## config.mk

```make
export PLATFORM = sky130hd
export DESIGN_NAME = two_group_abs_correlation_unit
export DESIGN_NICKNAME = d
export VERILOG_FILES = /design/src/rtl/core/tgac_pkg.sv /design/src/rtl/core/tgac_ctrl.sv /design/src/rtl/core/tgac_dp.sv /design/src/rtl/core/two_group_abs_correlation_unit.sv
export SDC_FILE = /design/constraint.sdc
export NUM_CORES = 2
export LEC_CHECK = 0
export CORE_UTILIZATION = 60
export DETAILED_ROUTE_END_ITERATION = 12
export DONT_BUFFER_PORTS = 1
export GPL_TIMING_DRIVEN = 0
export PLACE_DENSITY = 0.87
export SLEW_MARGIN = 20
export SYNTH_ARGS = -nofsm -noshare
export SYNTH_HDL_FRONTEND = slang
export SYNTH_HIERARCHICAL = 1
export SYNTH_SLANG_ARGS = --single-unit
export TNS_END_PERCENT = 10
```

## constraint.sdc

```tcl
create_clock -name clk -period 12.5 [get_ports clk]
set_clock_uncertainty 0.15 [all_clocks]
set_input_delay 2.5 -clock clk [delete_from_list [all_inputs] [get_ports clk]]
set_output_delay 2.5 -clock clk [all_outputs]
set_load 0.01 [all_outputs]
```

## src/rtl/core/tgac_pkg.sv

```systemverilog
// Shared types and constants for the two-group absolute correlation unit.
// No dependencies. Used by the controller, datapath, top level and checker.
package tgac_pkg;

    localparam int SAMPLE_W   = 16;
    localparam int GSIZE_W    = 9;
    localparam int GCOUNT_W   = 16;
    localparam int POS_W      = 10;
    localparam int SUM_W      = 26;
    localparam int SQ_W       = 40;
    localparam int LEN_W      = 10;
    localparam int CORR_W     = 17;
    localparam int CFG_IDX_W  = 2;
    localparam int CFG_DATA_W = 16;
    localparam int MAX_SAMPLES = 512;

    // back-end widths
    localparam int MUL_W   = 26;             // shared signed multiplier operand
    localparam int DD_W    = 52;             // n*Q - T*T, signed
    localparam int NUM_W   = 36;             // |n*S - d*T|
    localparam int SER_A_W = 72;             // shift-add multiplicand / accumulator
    localparam int REM_W   = 68;             // division remainder
    localparam int QUO_W   = 32;             // quotient bits
    localparam int ROOT_W  = 16;
    localparam int RREM_W  = 18;
    localparam int CNT_W   = 6;
    localparam int DIV_STEPS  = 32;
    localparam int ROOT_STEPS = 16;

    localparam logic [CFG_IDX_W-1:0] REG_GROUP_ONE  = 2'd0;
    localparam logic [CFG_IDX_W-1:0] REG_GROUP_TWO  = 2'd1;
    localparam logic [CFG_IDX_W-1:0] REG_GENE_COUNT = 2'd2;

    typedef enum logic [4:0] {
        ST_ACC, ST_TT, ST_NQ_LD, ST_NQ_RUN, ST_DD, ST_CHK, ST_NS, ST_DT,
        ST_DIFF, ST_NN, ST_SQ_LD, ST_SQ_RUN, ST_SQ_SAVE, ST_B_LD, ST_B_RUN,
        ST_B_SAVE, ST_CMP, ST_DIV_LD, ST_DIV_RUN, ST_RT_LD, ST_RT_RUN,
        ST_RT_SAVE, ST_OUT
    } state_t;

    typedef enum logic [4:0] {
        OP_NONE, OP_TT, OP_SER_NQ, OP_SER_SQ, OP_SER_B, OP_SER_STEP, OP_DD,
        OP_DEG, OP_NS, OP_DT, OP_DIFF, OP_NN, OP_SAVE_SQ, OP_SAVE_B, OP_SAT,
        OP_DIV_LD, OP_DIV_STEP, OP_RT_LD, OP_RT_STEP, OP_ROOT, OP_OUT
    } dp_op_t;

    typedef struct packed {
        logic   accept;     // take samples
        dp_op_t op;
    } cmd_t;

    typedef struct packed {
        logic gene_end;     // last sample of a gene taken this cycle
        logic ser_done;     // shift-add multiplier finished
        logic cnt_last;     // final divide / root step
        logic deg;          // variance term not positive
        logic sat;          // quotient reaches one
        logic out_free;     // output register can take a word
    } status_t;

endpackage

```

## src/rtl/core/tgac_ctrl.sv

```systemverilog
// Sequencer for the two-group absolute correlation unit.
// Depends on tgac_pkg; drives tgac_dp through cmd_t and reads status_t.
module tgac_ctrl
    import tgac_pkg::*;
(
    input  logic    clk,
    input  logic    rst_n,
    input  status_t status,
    output cmd_t    cmd
);

    state_t state_reg;
    state_t state_next;

    always_ff @(posedge clk or negedge rst_n)
    begin
        if (!rst_n)
        begin
            state_reg <= ST_ACC;
        end
        else
        begin
            state_reg <= state_next;
        end
    end

    always_comb
    begin
        state_next = state_reg;
        unique case (state_reg)
            ST_ACC:     if (status.gene_end) state_next = ST_TT;
            ST_TT:      state_next = ST_NQ_LD;
            ST_NQ_LD:   state_next = ST_NQ_RUN;
            ST_NQ_RUN:  if (status.ser_done) state_next = ST_DD;
            ST_DD:      state_next = ST_CHK;
            ST_CHK:     state_next = status.deg ? ST_OUT : ST_NS;
            ST_NS:      state_next = ST_DT;
            ST_DT:      state_next = ST_DIFF;
            ST_DIFF:    state_next = ST_NN;
            ST_NN:      state_next = ST_SQ_LD;
            ST_SQ_LD:   state_next = ST_SQ_RUN;
            ST_SQ_RUN:  if (status.ser_done) state_next = ST_SQ_SAVE;
            ST_SQ_SAVE: state_next = ST_B_LD;
            ST_B_LD:    state_next = ST_B_RUN;
            ST_B_RUN:   if (status.ser_done) state_next = ST_B_SAVE;
            ST_B_SAVE:  state_next = ST_CMP;
            ST_CMP:     state_next = status.sat ? ST_OUT : ST_DIV_LD;
            ST_DIV_LD:  state_next = ST_DIV_RUN;
            ST_DIV_RUN: if (status.cnt_last) state_next = ST_RT_LD;
            ST_RT_LD:   state_next = ST_RT_RUN;
            ST_RT_RUN:  if (status.cnt_last) state_next = ST_RT_SAVE;
            ST_RT_SAVE: state_next = ST_OUT;
            ST_OUT:     if (status.out_free) state_next = ST_ACC;
            default:    state_next = ST_ACC;
        endcase
    end

    always_comb
    begin
        cmd.accept = 1'b0;
        cmd.op     = OP_NONE;
        unique case (state_reg)
            ST_ACC:     cmd.accept = 1'b1;
            ST_TT:      cmd.op = OP_TT;
            ST_NQ_LD:   cmd.op = OP_SER_NQ;
            ST_NQ_RUN:  cmd.op = OP_SER_STEP;
            ST_DD:      cmd.op = OP_DD;
            ST_CHK:     cmd.op = status.deg ? OP_DEG : OP_NONE;
            ST_NS:      cmd.op = OP_NS;
            ST_DT:      cmd.op = OP_DT;
            ST_DIFF:    cmd.op = OP_DIFF;
            ST_NN:      cmd.op = OP_NN;
            ST_SQ_LD:   cmd.op = OP_SER_SQ;
            ST_SQ_RUN:  cmd.op = OP_SER_STEP;
            ST_SQ_SAVE: cmd.op = OP_SAVE_SQ;
            ST_B_LD:    cmd.op = OP_SER_B;
            ST_B_RUN:   cmd.op = OP_SER_STEP;
            ST_B_SAVE:  cmd.op = OP_SAVE_B;
            ST_CMP:     cmd.op = status.sat ? OP_SAT : OP_NONE;
            ST_DIV_LD:  cmd.op = OP_DIV_LD;
            ST_DIV_RUN: cmd.op = OP_DIV_STEP;
            ST_RT_LD:   cmd.op = OP_RT_LD;
            ST_RT_RUN:  cmd.op = OP_RT_STEP;
            ST_RT_SAVE: cmd.op = OP_ROOT;
            ST_OUT:     cmd.op = status.out_free ? OP_OUT : OP_NONE;
            default:    cmd.op = OP_NONE;
        endcase
    end

endmodule

```

## src/rtl/core/tgac_dp.sv

```systemverilog
// Datapath: configuration registers, per-gene accumulators and the
// once-per-gene back end (multiplier, shift-add unit, divider, root). Uses tgac_pkg.
module tgac_dp
    import tgac_pkg::*;
(
    input  logic                         clk,
    input  logic                         rst_n,
    input  cmd_t                         cmd,
    output status_t                      status,
    input  logic                         cfg_valid,
    input  logic [CFG_IDX_W-1:0]         cfg_index,
    input  logic [CFG_DATA_W-1:0]        cfg_data,
    input  logic                         in_valid,
    input  logic signed [SAMPLE_W-1:0]   sample_value,
    input  logic                         out_ready,
    output logic                         out_valid,
    output logic [CORR_W-1:0]            correlation,
    output logic [GCOUNT_W-1:0]          gene_index,
    output logic                         degenerate,
    output logic                         last_gene
);

    // configuration
    logic [GSIZE_W-1:0]  g1_reg;
    logic [GSIZE_W-1:0]  g2_reg;
    logic [GCOUNT_W-1:0] gcount_reg;

    // accumulation
    logic [POS_W-1:0]    pos_reg;
    logic [GCOUNT_W-1:0] gpos_reg;
    logic [SUM_W-1:0]    plain_reg;
    logic [SUM_W-1:0]    lsum_reg;
    logic [SQ_W-1:0]     sq_reg;
    logic                out_valid_reg;

    logic [POS_W-1:0]    pos_next;
    logic [SUM_W-1:0]    plain_next;
    logic [SUM_W-1:0]    lsum_next;
    logic [SQ_W-1:0]     sq_next;
    logic [SUM_W-1:0]    x_ext;
    logic signed [2*SAMPLE_W-1:0] x_wide;
    logic [2*SAMPLE_W-1:0] x_sq;
    logic [LEN_W-1:0]    n_cur;
    logic [LEN_W:0]      len_sum;
    logic [LEN_W-1:0]    g1_min;
    logic signed [LEN_W:0] d_cur;
    logic                in_fire;
    logic                gene_end;
    logic                is_last;

    // gene snapshot
    logic signed [SUM_W-1:0] t_reg;
    logic signed [SUM_W-1:0] s_reg;
    logic [SQ_W-1:0]         q_reg;
    logic [LEN_W-1:0]        n_reg;
    logic signed [LEN_W:0]   d_reg;
    logic [GCOUNT_W-1:0]     idx_reg;
    logic                    last_reg;

    // back end
    logic signed [MUL_W-1:0]   mul_a;
    logic signed [MUL_W-1:0]   mul_b;
    logic signed [2*MUL_W-1:0] mul_p;
    logic signed [DD_W-1:0]    tt_reg;
    logic signed [DD_W-1:0]    dd_reg;
    logic signed [NUM_W-1:0]   ns_reg;
    logic signed [NUM_W:0]     dt_reg;
    logic [NUM_W-1:0]          num_reg;
    logic [LEN_W*2-2:0]        nn_reg;
    logic [SER_A_W-1:0]        ser_a_reg;
    logic [NUM_W-1:0]          ser_b_reg;
    logic [SER_A_W-1:0]        acc_reg;
    logic [SER_A_W-1:0]        num2_reg;
    logic [SER_A_W-1:0]        bden_reg;
    logic [REM_W-1:0]          rem_reg;
    logic [QUO_W-1:0]          quo_reg;
    logic [QUO_W-1:0]          src_reg;
    logic [ROOT_W-1:0]         root_reg;
    logic [RREM_W-1:0]         rrem_reg;
    logic [CNT_W-1:0]          cnt_reg;
    logic [CORR_W-1:0]         res_reg;
    logic                      deg_reg;

    logic signed [DD_W-1:0]    dd_next;
    logic signed [NUM_W+1:0]   diff;
    logic [NUM_W+1:0]          diff_abs;
    logic [SER_A_W-1:0]        div_sh;
    logic [RREM_W+1:0]         rt_sh;
    logic [RREM_W+1:0]         rt_trial;

    logic [CORR_W-1:0]         corr_out_reg;
    logic [GCOUNT_W-1:0]       gidx_out_reg;
    logic                      deg_out_reg;
    logic                      last_out_reg;

    // gene length and label balance from the current configuration
    always_comb
    begin
        len_sum = {1'b0, g1_reg} + {1'b0, g2_reg};
        if (len_sum > (LEN_W+1)'(MAX_SAMPLES))
            n_cur = LEN_W'(MAX_SAMPLES);
        else if (len_sum == '0)
            n_cur = LEN_W'(1);
        else
            n_cur = len_sum[LEN_W-1:0];
        g1_min = ({1'b0, g1_reg} < n_cur) ? {1'b0, g1_reg} : n_cur;
        d_cur  = $signed({1'b0, n_cur}) - $signed({g1_min, 1'b0});
    end

    assign in_fire  = in_valid & cmd.accept;
    assign x_ext    = {{(SUM_W-SAMPLE_W){sample_value[SAMPLE_W-1]}}, sample_value};
    assign x_wide   = {{SAMPLE_W{sample_value[SAMPLE_W-1]}}, sample_value};
    assign x_sq     = x_wide * x_wide;
    assign pos_next = pos_reg + POS_W'(1);
    assign plain_next = plain_reg + x_ext;
    assign lsum_next  = ({1'b0, pos_reg} < {2'b00, g1_reg}) ? lsum_reg - x_ext
                                                             : lsum_reg + x_ext;
    assign sq_next  = sq_reg + SQ_W'(x_sq);
    assign gene_end = (pos_next >= n_cur) || (pos_next == '0);
    assign is_last  = (gpos_reg == (gcount_reg - GCOUNT_W'(1)));

    always_ff @(posedge clk or negedge rst_n)
    begin
        if (!rst_n)
        begin
            g1_reg        <= GSIZE_W'(1);
            g2_reg        <= GSIZE_W'(1);
            gcount_reg    <= GCOUNT_W'(1);
            pos_reg       <= '0;
            gpos_reg      <= '0;
            plain_reg     <= '0;
            lsum_reg      <= '0;
            sq_reg        <= '0;
            out_valid_reg <= 1'b0;
        end
        else
        begin
            if (cfg_valid)
            begin
                unique case (cfg_index)
                    REG_GROUP_ONE:  g1_reg     <= cfg_data[GSIZE_W-1:0];
                    REG_GROUP_TWO:  g2_reg     <= cfg_data[GSIZE_W-1:0];
                    REG_GENE_COUNT: gcount_reg <= cfg_data[GCOUNT_W-1:0];
                    default: ;
                endcase
            end
            if (in_fire)
            begin
                if (gene_end)
                begin
                    pos_reg   <= '0;
                    plain_reg <= '0;
                    lsum_reg  <= '0;
                    sq_reg    <= '0;
                    gpos_reg  <= is_last ? '0 : gpos_reg + GCOUNT_W'(1);
                end
                else
                begin
                    pos_reg   <= pos_next;
                    plain_reg <= plain_next;
                    lsum_reg  <= lsum_next;
                    sq_reg    <= sq_next;
                end
            end
            if (cmd.op == OP_OUT)
                out_valid_reg <= 1'b1;
            else if (out_ready)
                out_valid_reg <= 1'b0;
        end
    end

    // shared signed multiplier operand select
    always_comb
    begin
        mul_a = '0;
        mul_b = '0;
        unique case (cmd.op)
            OP_TT:
            begin
                mul_a = t_reg;
                mul_b = t_reg;
            end
            OP_NS:
            begin
                mul_a = $signed(MUL_W'(n_reg));
                mul_b = s_reg;
            end
            OP_DT:
            begin
                mul_a = {{(MUL_W-LEN_W-1){d_reg[LEN_W]}}, d_reg};
                mul_b = t_reg;
            end
            OP_NN:
            begin
                mul_a = $signed(MUL_W'(n_reg));
                mul_b = $signed(MUL_W'(n_reg));
            end
            default: ;
        endcase
    end

    assign mul_p    = mul_a * mul_b;
    assign dd_next  = $signed({2'b00, acc_reg[DD_W-3:0]}) - tt_reg;
    assign diff     = $signed({{2{ns_reg[NUM_W-1]}}, ns_reg}) - $signed({dt_reg[NUM_W], dt_reg});
    assign diff_abs = diff[NUM_W+1] ? $unsigned(-diff) : $unsigned(diff);
    assign div_sh   = {{(SER_A_W-REM_W-1){1'b0}}, rem_reg, 1'b0};
    assign rt_sh    = {rrem_reg, src_reg[QUO_W-1 -: 2]};
    assign rt_trial = {2'b00, root_reg, 2'b01};

    always_ff @(posedge clk)
    begin
        if (in_fire && gene_end)
        begin
            t_reg    <= plain_next;
            s_reg    <= lsum_next;
            q_reg    <= sq_next;
            n_reg    <= n_cur;
            d_reg    <= d_cur;
            idx_reg  <= gpos_reg;
            last_reg <= is_last;
        end
        unique case (cmd.op)
            OP_TT:   tt_reg <= mul_p;
            OP_DD:   dd_reg <= dd_next;
            OP_NS:   ns_reg <= mul_p[NUM_W-1:0];
            OP_DT:   dt_reg <= mul_p[NUM_W:0];
            OP_DIFF: num_reg <= diff_abs[NUM_W-1:0];
            OP_NN:   nn_reg <= mul_p[LEN_W*2-2:0];
            OP_SER_NQ:
            begin
                ser_a_reg <= SER_A_W'(q_reg);
                ser_b_reg <= NUM_W'(n_reg);
                acc_reg   <= '0;
            end
            OP_SER_SQ:
            begin
                ser_a_reg <= SER_A_W'(num_reg);
                ser_b_reg <= num_reg;
                acc_reg   <= '0;
            end
            OP_SER_B:
            begin
                ser_a_reg <= SER_A_W'(dd_reg[DD_W-4:0]);
                ser_b_reg <= NUM_W'(nn_reg);
                acc_reg   <= '0;
            end
            OP_SER_STEP:
            begin
                if (ser_b_reg[0])
                    acc_reg <= acc_reg + ser_a_reg;
                ser_a_reg <= ser_a_reg << 1;
                ser_b_reg <= ser_b_reg >> 1;
            end
            OP_SAVE_SQ: num2_reg <= acc_reg;
            OP_SAVE_B:  bden_reg <= acc_reg;
            OP_DIV_LD:
            begin
                rem_reg <= num2_reg[REM_W-1:0];
                quo_reg <= '0;
                cnt_reg <= CNT_W'(DIV_STEPS);
            end
            OP_DIV_STEP:
            begin
                if (div_sh >= bden_reg)
                begin
                    rem_reg <= REM_W'(div_sh - bden_reg);
                    quo_reg <= {quo_reg[QUO_W-2:0], 1'b1};
                end
                else
                begin
                    rem_reg <= div_sh[REM_W-1:0];
                    quo_reg <= {quo_reg[QUO_W-2:0], 1'b0};
                end
                cnt_reg <= cnt_reg - CNT_W'(1);
            end
            OP_RT_LD:
            begin
                src_reg  <= quo_reg;
                root_reg <= '0;
                rrem_reg <= '0;
                cnt_reg  <= CNT_W'(ROOT_STEPS);
            end
            OP_RT_STEP:
            begin
                if (rt_sh >= rt_trial)
                begin
                    rrem_reg <= RREM_W'(rt_sh - rt_trial);
                    root_reg <= {root_reg[ROOT_W-2:0], 1'b1};
                end
                else
                begin
                    rrem_reg <= rt_sh[RREM_W-1:0];
                    root_reg <= {root_reg[ROOT_W-2:0], 1'b0};
                end
                src_reg <= src_reg << 2;
                cnt_reg <= cnt_reg - CNT_W'(1);
            end
            OP_DEG:
            begin
                res_reg <= '0;
                deg_reg <= 1'b1;
            end
            OP_SAT:
            begin
                res_reg <= CORR_W'(1) << ROOT_W;
                deg_reg <= 1'b0;
            end
            OP_ROOT:
            begin
                res_reg <= CORR_W'(root_reg);
                deg_reg <= 1'b0;
            end
            OP_OUT:
            begin
                corr_out_reg <= res_reg;
                gidx_out_reg <= idx_reg;
                deg_out_reg  <= deg_reg;
                last_out_reg <= last_reg;
            end
            default: ;
        endcase
    end

    assign status.gene_end = in_fire & gene_end;
    assign status.ser_done = (ser_b_reg == '0);
    assign status.cnt_last = (cnt_reg == CNT_W'(1));
    assign status.deg      = dd_reg[DD_W-1] || (dd_reg == '0);
    assign status.sat      = (num2_reg >= bden_reg);
    assign status.out_free = ~out_valid_reg | out_ready;

    assign out_valid   = out_valid_reg;
    assign correlation = corr_out_reg;
    assign gene_index  = gidx_out_reg;
    assign degenerate  = deg_out_reg;
    assign last_gene   = last_out_reg;

endmodule

```

## src/rtl/core/two_group_abs_correlation_unit.sv

```systemverilog
// Top level of the two-group absolute correlation unit.
// Depends on tgac_pkg, tgac_ctrl and tgac_dp.
//
// Samples stream in on the sample word channel, genes back to back; the first
// group_one_size samples of a gene count as label -1, the rest as +1, and a gene is
// group_one_size + group_two_size samples long (at most 512). Samples are taken one
// per cycle into the running sums while in_ready is high. The last sample of a gene
// starts the back end, which computes floor(65536 * |nS - dT| / (n * sqrt(nQ - T^2))),
// capped at 65536, exactly in integers; while it runs, in_ready is low. The back end
// is one shared 26x26 multiplier, a 1-bit-per-cycle shift-add multiplier, a 32-step
// restoring divider and a 16-step square root. A degenerate gene (all samples equal)
// ends after the variance check and reports 0 with the degenerate flag, and a ratio
// of one or more skips the divide and root. Results sit in an output register, so the
// next gene's samples are taken while a result word waits for out_ready. Configuration
// writes are taken on any cycle (cfg_ready is always high) and must only be issued
// while the unit is idle.
module two_group_abs_correlation_unit
    import tgac_pkg::*;
(
    input  logic                        clk,
    input  logic                        rst_n,
    input  logic                        cfg_valid,
    output logic                        cfg_ready,
    input  logic [CFG_IDX_W-1:0]        cfg_index,
    input  logic [CFG_DATA_W-1:0]       cfg_data,
    input  logic                        in_valid,
    output logic                        in_ready,
    input  logic signed [SAMPLE_W-1:0]  sample_value,
    output logic                        out_valid,
    input  logic                        out_ready,
    output logic [CORR_W-1:0]           correlation,
    output logic [GCOUNT_W-1:0]         gene_index,
    output logic                        degenerate,
    output logic                        last_gene
);

    cmd_t    cmd;
    status_t status;

    // hold the sample channel while the back end works on a gene
    assign in_ready  = cmd.accept;
    assign cfg_ready = 1'b1;

    tgac_ctrl u_ctrl (
        .clk    (clk),
        .rst_n  (rst_n),
        .status (status),
        .cmd    (cmd)
    );

    tgac_dp u_dp (
        .clk          (clk),
        .rst_n        (rst_n),
        .cmd          (cmd),
        .status       (status),
        .cfg_valid    (cfg_valid),
        .cfg_index    (cfg_index),
        .cfg_data     (cfg_data),
        .in_valid     (in_valid),
        .sample_value (sample_value),
        .out_ready    (out_ready),
        .out_valid    (out_valid),
        .correlation  (correlation),
        .gene_index   (gene_index),
        .degenerate   (degenerate),
        .last_gene    (last_gene)
    );

endmodule

```

==> reports/metrics.csv <==
metric,value,unit
status,completed,
core,157000,sq um
finalHoldViolations,0,
worstPathRequired,12.80,ns
drtAntennaViolNets,0,
crit_type,flop to flop,
placed_cell_area,98300,sq um
grt_pass1_vias,75400,
setup_viol,0,
drt_first_pass_iters,12,
synth_edf_count,910,
arrival,12.80,ns
seq_area,31300,sq um
grt_overflow_total,0,
dr_wl_met3,28500,um
io_pins,77,
fmax,0.0800,GHz
crit_fanout,10,
dp_hpwl,220000,um
rsz0062_at_grt,yes,
grt_use_total,0.355,
avgSynthCellArea,9.93,sq um
clkSinkCount,1068,
cp_common_cell,fa_1,
die_w,400,um
wl,284000,um
worstSetupStartpointType,flop,
vias,74000,
hold_class,flop to flop,
vias_per_cell,6.19,
dieArea,160000,sq um
maxCapViolCount,0,
drc,0,
wl_met2,130000,um
grt_pass1_wl,431000,um
ys.warnings.count,6,
grt_max_degree,159,
drt_iter0_markers,7805,
endpoint_kind,flop,
drive_gt1_frac,0.0741,
fillers,11400,
wl_per_cell,23.7,um
holdBufCountCts,0,
fin_area,105000,sq um
maxSlewHeadroom,0.245,
clock_latency,0.80,ns
seq_area_frac_synth,0.330,
antenna_found_initial,5,
area_growth_syn_to_layout,10.4,%
met1_length,107000,um
synth_flop_cell,edfxtp_1,
synthArstFlopShare,0.148,
path_clk_slew,0.07,ns
drv_slew,0,
place.gp.congestion,1.09,
yosysUniqueCellTypes,94,
timing.final.crit_share,1.00,
tightest_slew,1.13,ns
cts_root_buffer,clkbuf_16,
critPathMaxStageDelay,0.66,ns
ys_seq_elements,1068,
multi_input_area,58000,sq um
dieHeight,400,um
top_layer,met5,
syn_nets,11200,
clock_path_buffers,3,
period_needed,12.50,ns
synth_area,94900,sq um
h-tree-depth,3,
nets,11500,
cp_slowest_cell,fa_2,
rows,145,
start_util,0.606,
cts_inserted_buffers,109,
io_buffers,0,
synth_cells,9551,
cts_tree,yes,
kinds of logic after synthesis:
logic type      Yosys count  synth area share
buf+inv                1791            0.0711
other cells               1         0.0000395
flops                  1068             0.330
xor+xnor                497            0.0460
fa+ha+maj              1640             0.292
compound gates         1847             0.126
simple gates           2605             0.124
mux                     102            0.0115
critical path: cells and delay by family (launching register included):
family / cells / cell delay (ns)
buf+inv: 11 / 1.50
compound gates: 20 / 3.72
simple gates: 10 / 1.96
fa+ha+maj: 9 / 4.33
xor+xnor: 1 / 0.08
flops: 1 / 0.41
path summary, 6_finish.rpt:
path,slack [ns],endpoint,start,cells after the start
max,0.002,u_dp/tt_reg[51],u_dp/bden_reg[1],51
max in group asynchronous,10.48,u_dp/g2_reg[0],rst_n,0
min,0.27,u_dp/correlation[5],u_dp/res_reg[5],0
min in group asynchronous,1.27,u_dp/plain_reg[7],rst_n,0
max reg2reg,0.002,u_dp/tt_reg[51],u_dp/bden_reg[1],51
min reg2reg,0.27,u_dp/correlation[5],u_dp/res_reg[5],0
per-stage QoR:
| stage | hold slack (ns) | setup slack (ns) | util | setup TNS [ns] | cells |
|---|---|---|---|---|---|
| 6_report | 0.266 | 0.00212 | 0.669 | 0 | 11900 |
| 5_1_grt | 0.268 | -0.282 | 0.669 | -2.79 | 11900 |
| 4_1_cts | 0.269 | 0.000409 | 0.662 | 0 | 11900 |
| 3_5_place_dp | 0.255 | -2.84 | 0.628 | -130.26 | 11700 |
| 3_3_place_gp | 0.253 | -5.76 | 0.622 | -1288.08 | 11600 |
| 2_1_floorplan | 0.250 | -0.107 | - | -0.107 | 9551 |
cell type report:
type                            count  share of cell area
Inverter                         1416              0.0509
Buffer                            351              0.0190
Antenna cell                        2           0.0000478
Clock buffer                      129              0.0269
Clock inverter                     78              0.0110
Multi-Input combinational cell   6694               0.554
Tap cell                         2058              0.0246
Sequential cell                  1068               0.299
Timing Repair Buffer              146              0.0152
timing repair:
action,4_1_cts,5_1_grt
pin swaps,30,57
gates resized for setup,345,208
setup buffers,40,55
cloned,0,4
setup endpoints to repair,96,43
Yosys cell counts, types with 117 or more instances:
cell type  instances  area (sq um)
fa_1             958         19200
xor2_1           172          1510
o21ai_0          431          2160
nor3_1           117           586
edfxtp_1         910         27300
a21oi_1          499          2500
inv_1           1407          5280
nand3_1          129           646
nand2_1         1121          4210
nor2_1           637          2390
clkbuf_1         351          1320
xnor2_1          324          2840
ha_1             682          8530
a21o_1           269          2020
dfrtp_1          155          3880
metal layers:
metal	global-route usage	vias to the layer above
met5	0	-
li1	-	32700
met3	0.0757	860
met4	0.198	4
met1	0.452	36400
met2	0.564	4080
cells in the final DEF (no fill, tap or decap), types with 111 or more instances in the layout:
cell type / Yosys / layout
buf_4: 1 / 121
xor2_1: 172 / 172
a21oi_1: 499 / 489
ha_1: 682 / 672
dfrtp_1: 155 / 155
nor2_1: 637 / 621
clkbuf_16: 0 / 116
o21ai_0: 431 / 415
inv_1: 1407 / 1401
edfxtp_1: 910 / 910
nand2_1: 1121 / 1100
a21o_1: 269 / 269
xnor2_1: 324 / 323
clkbuf_1: 351 / 251
nand3_1: 129 / 129
nor3_1: 117 / 111
fa_1: 958 / 941
Power is not shown: default switching activity piles up to over one toggle a cycle in this logic, so the estimate is an artifact.
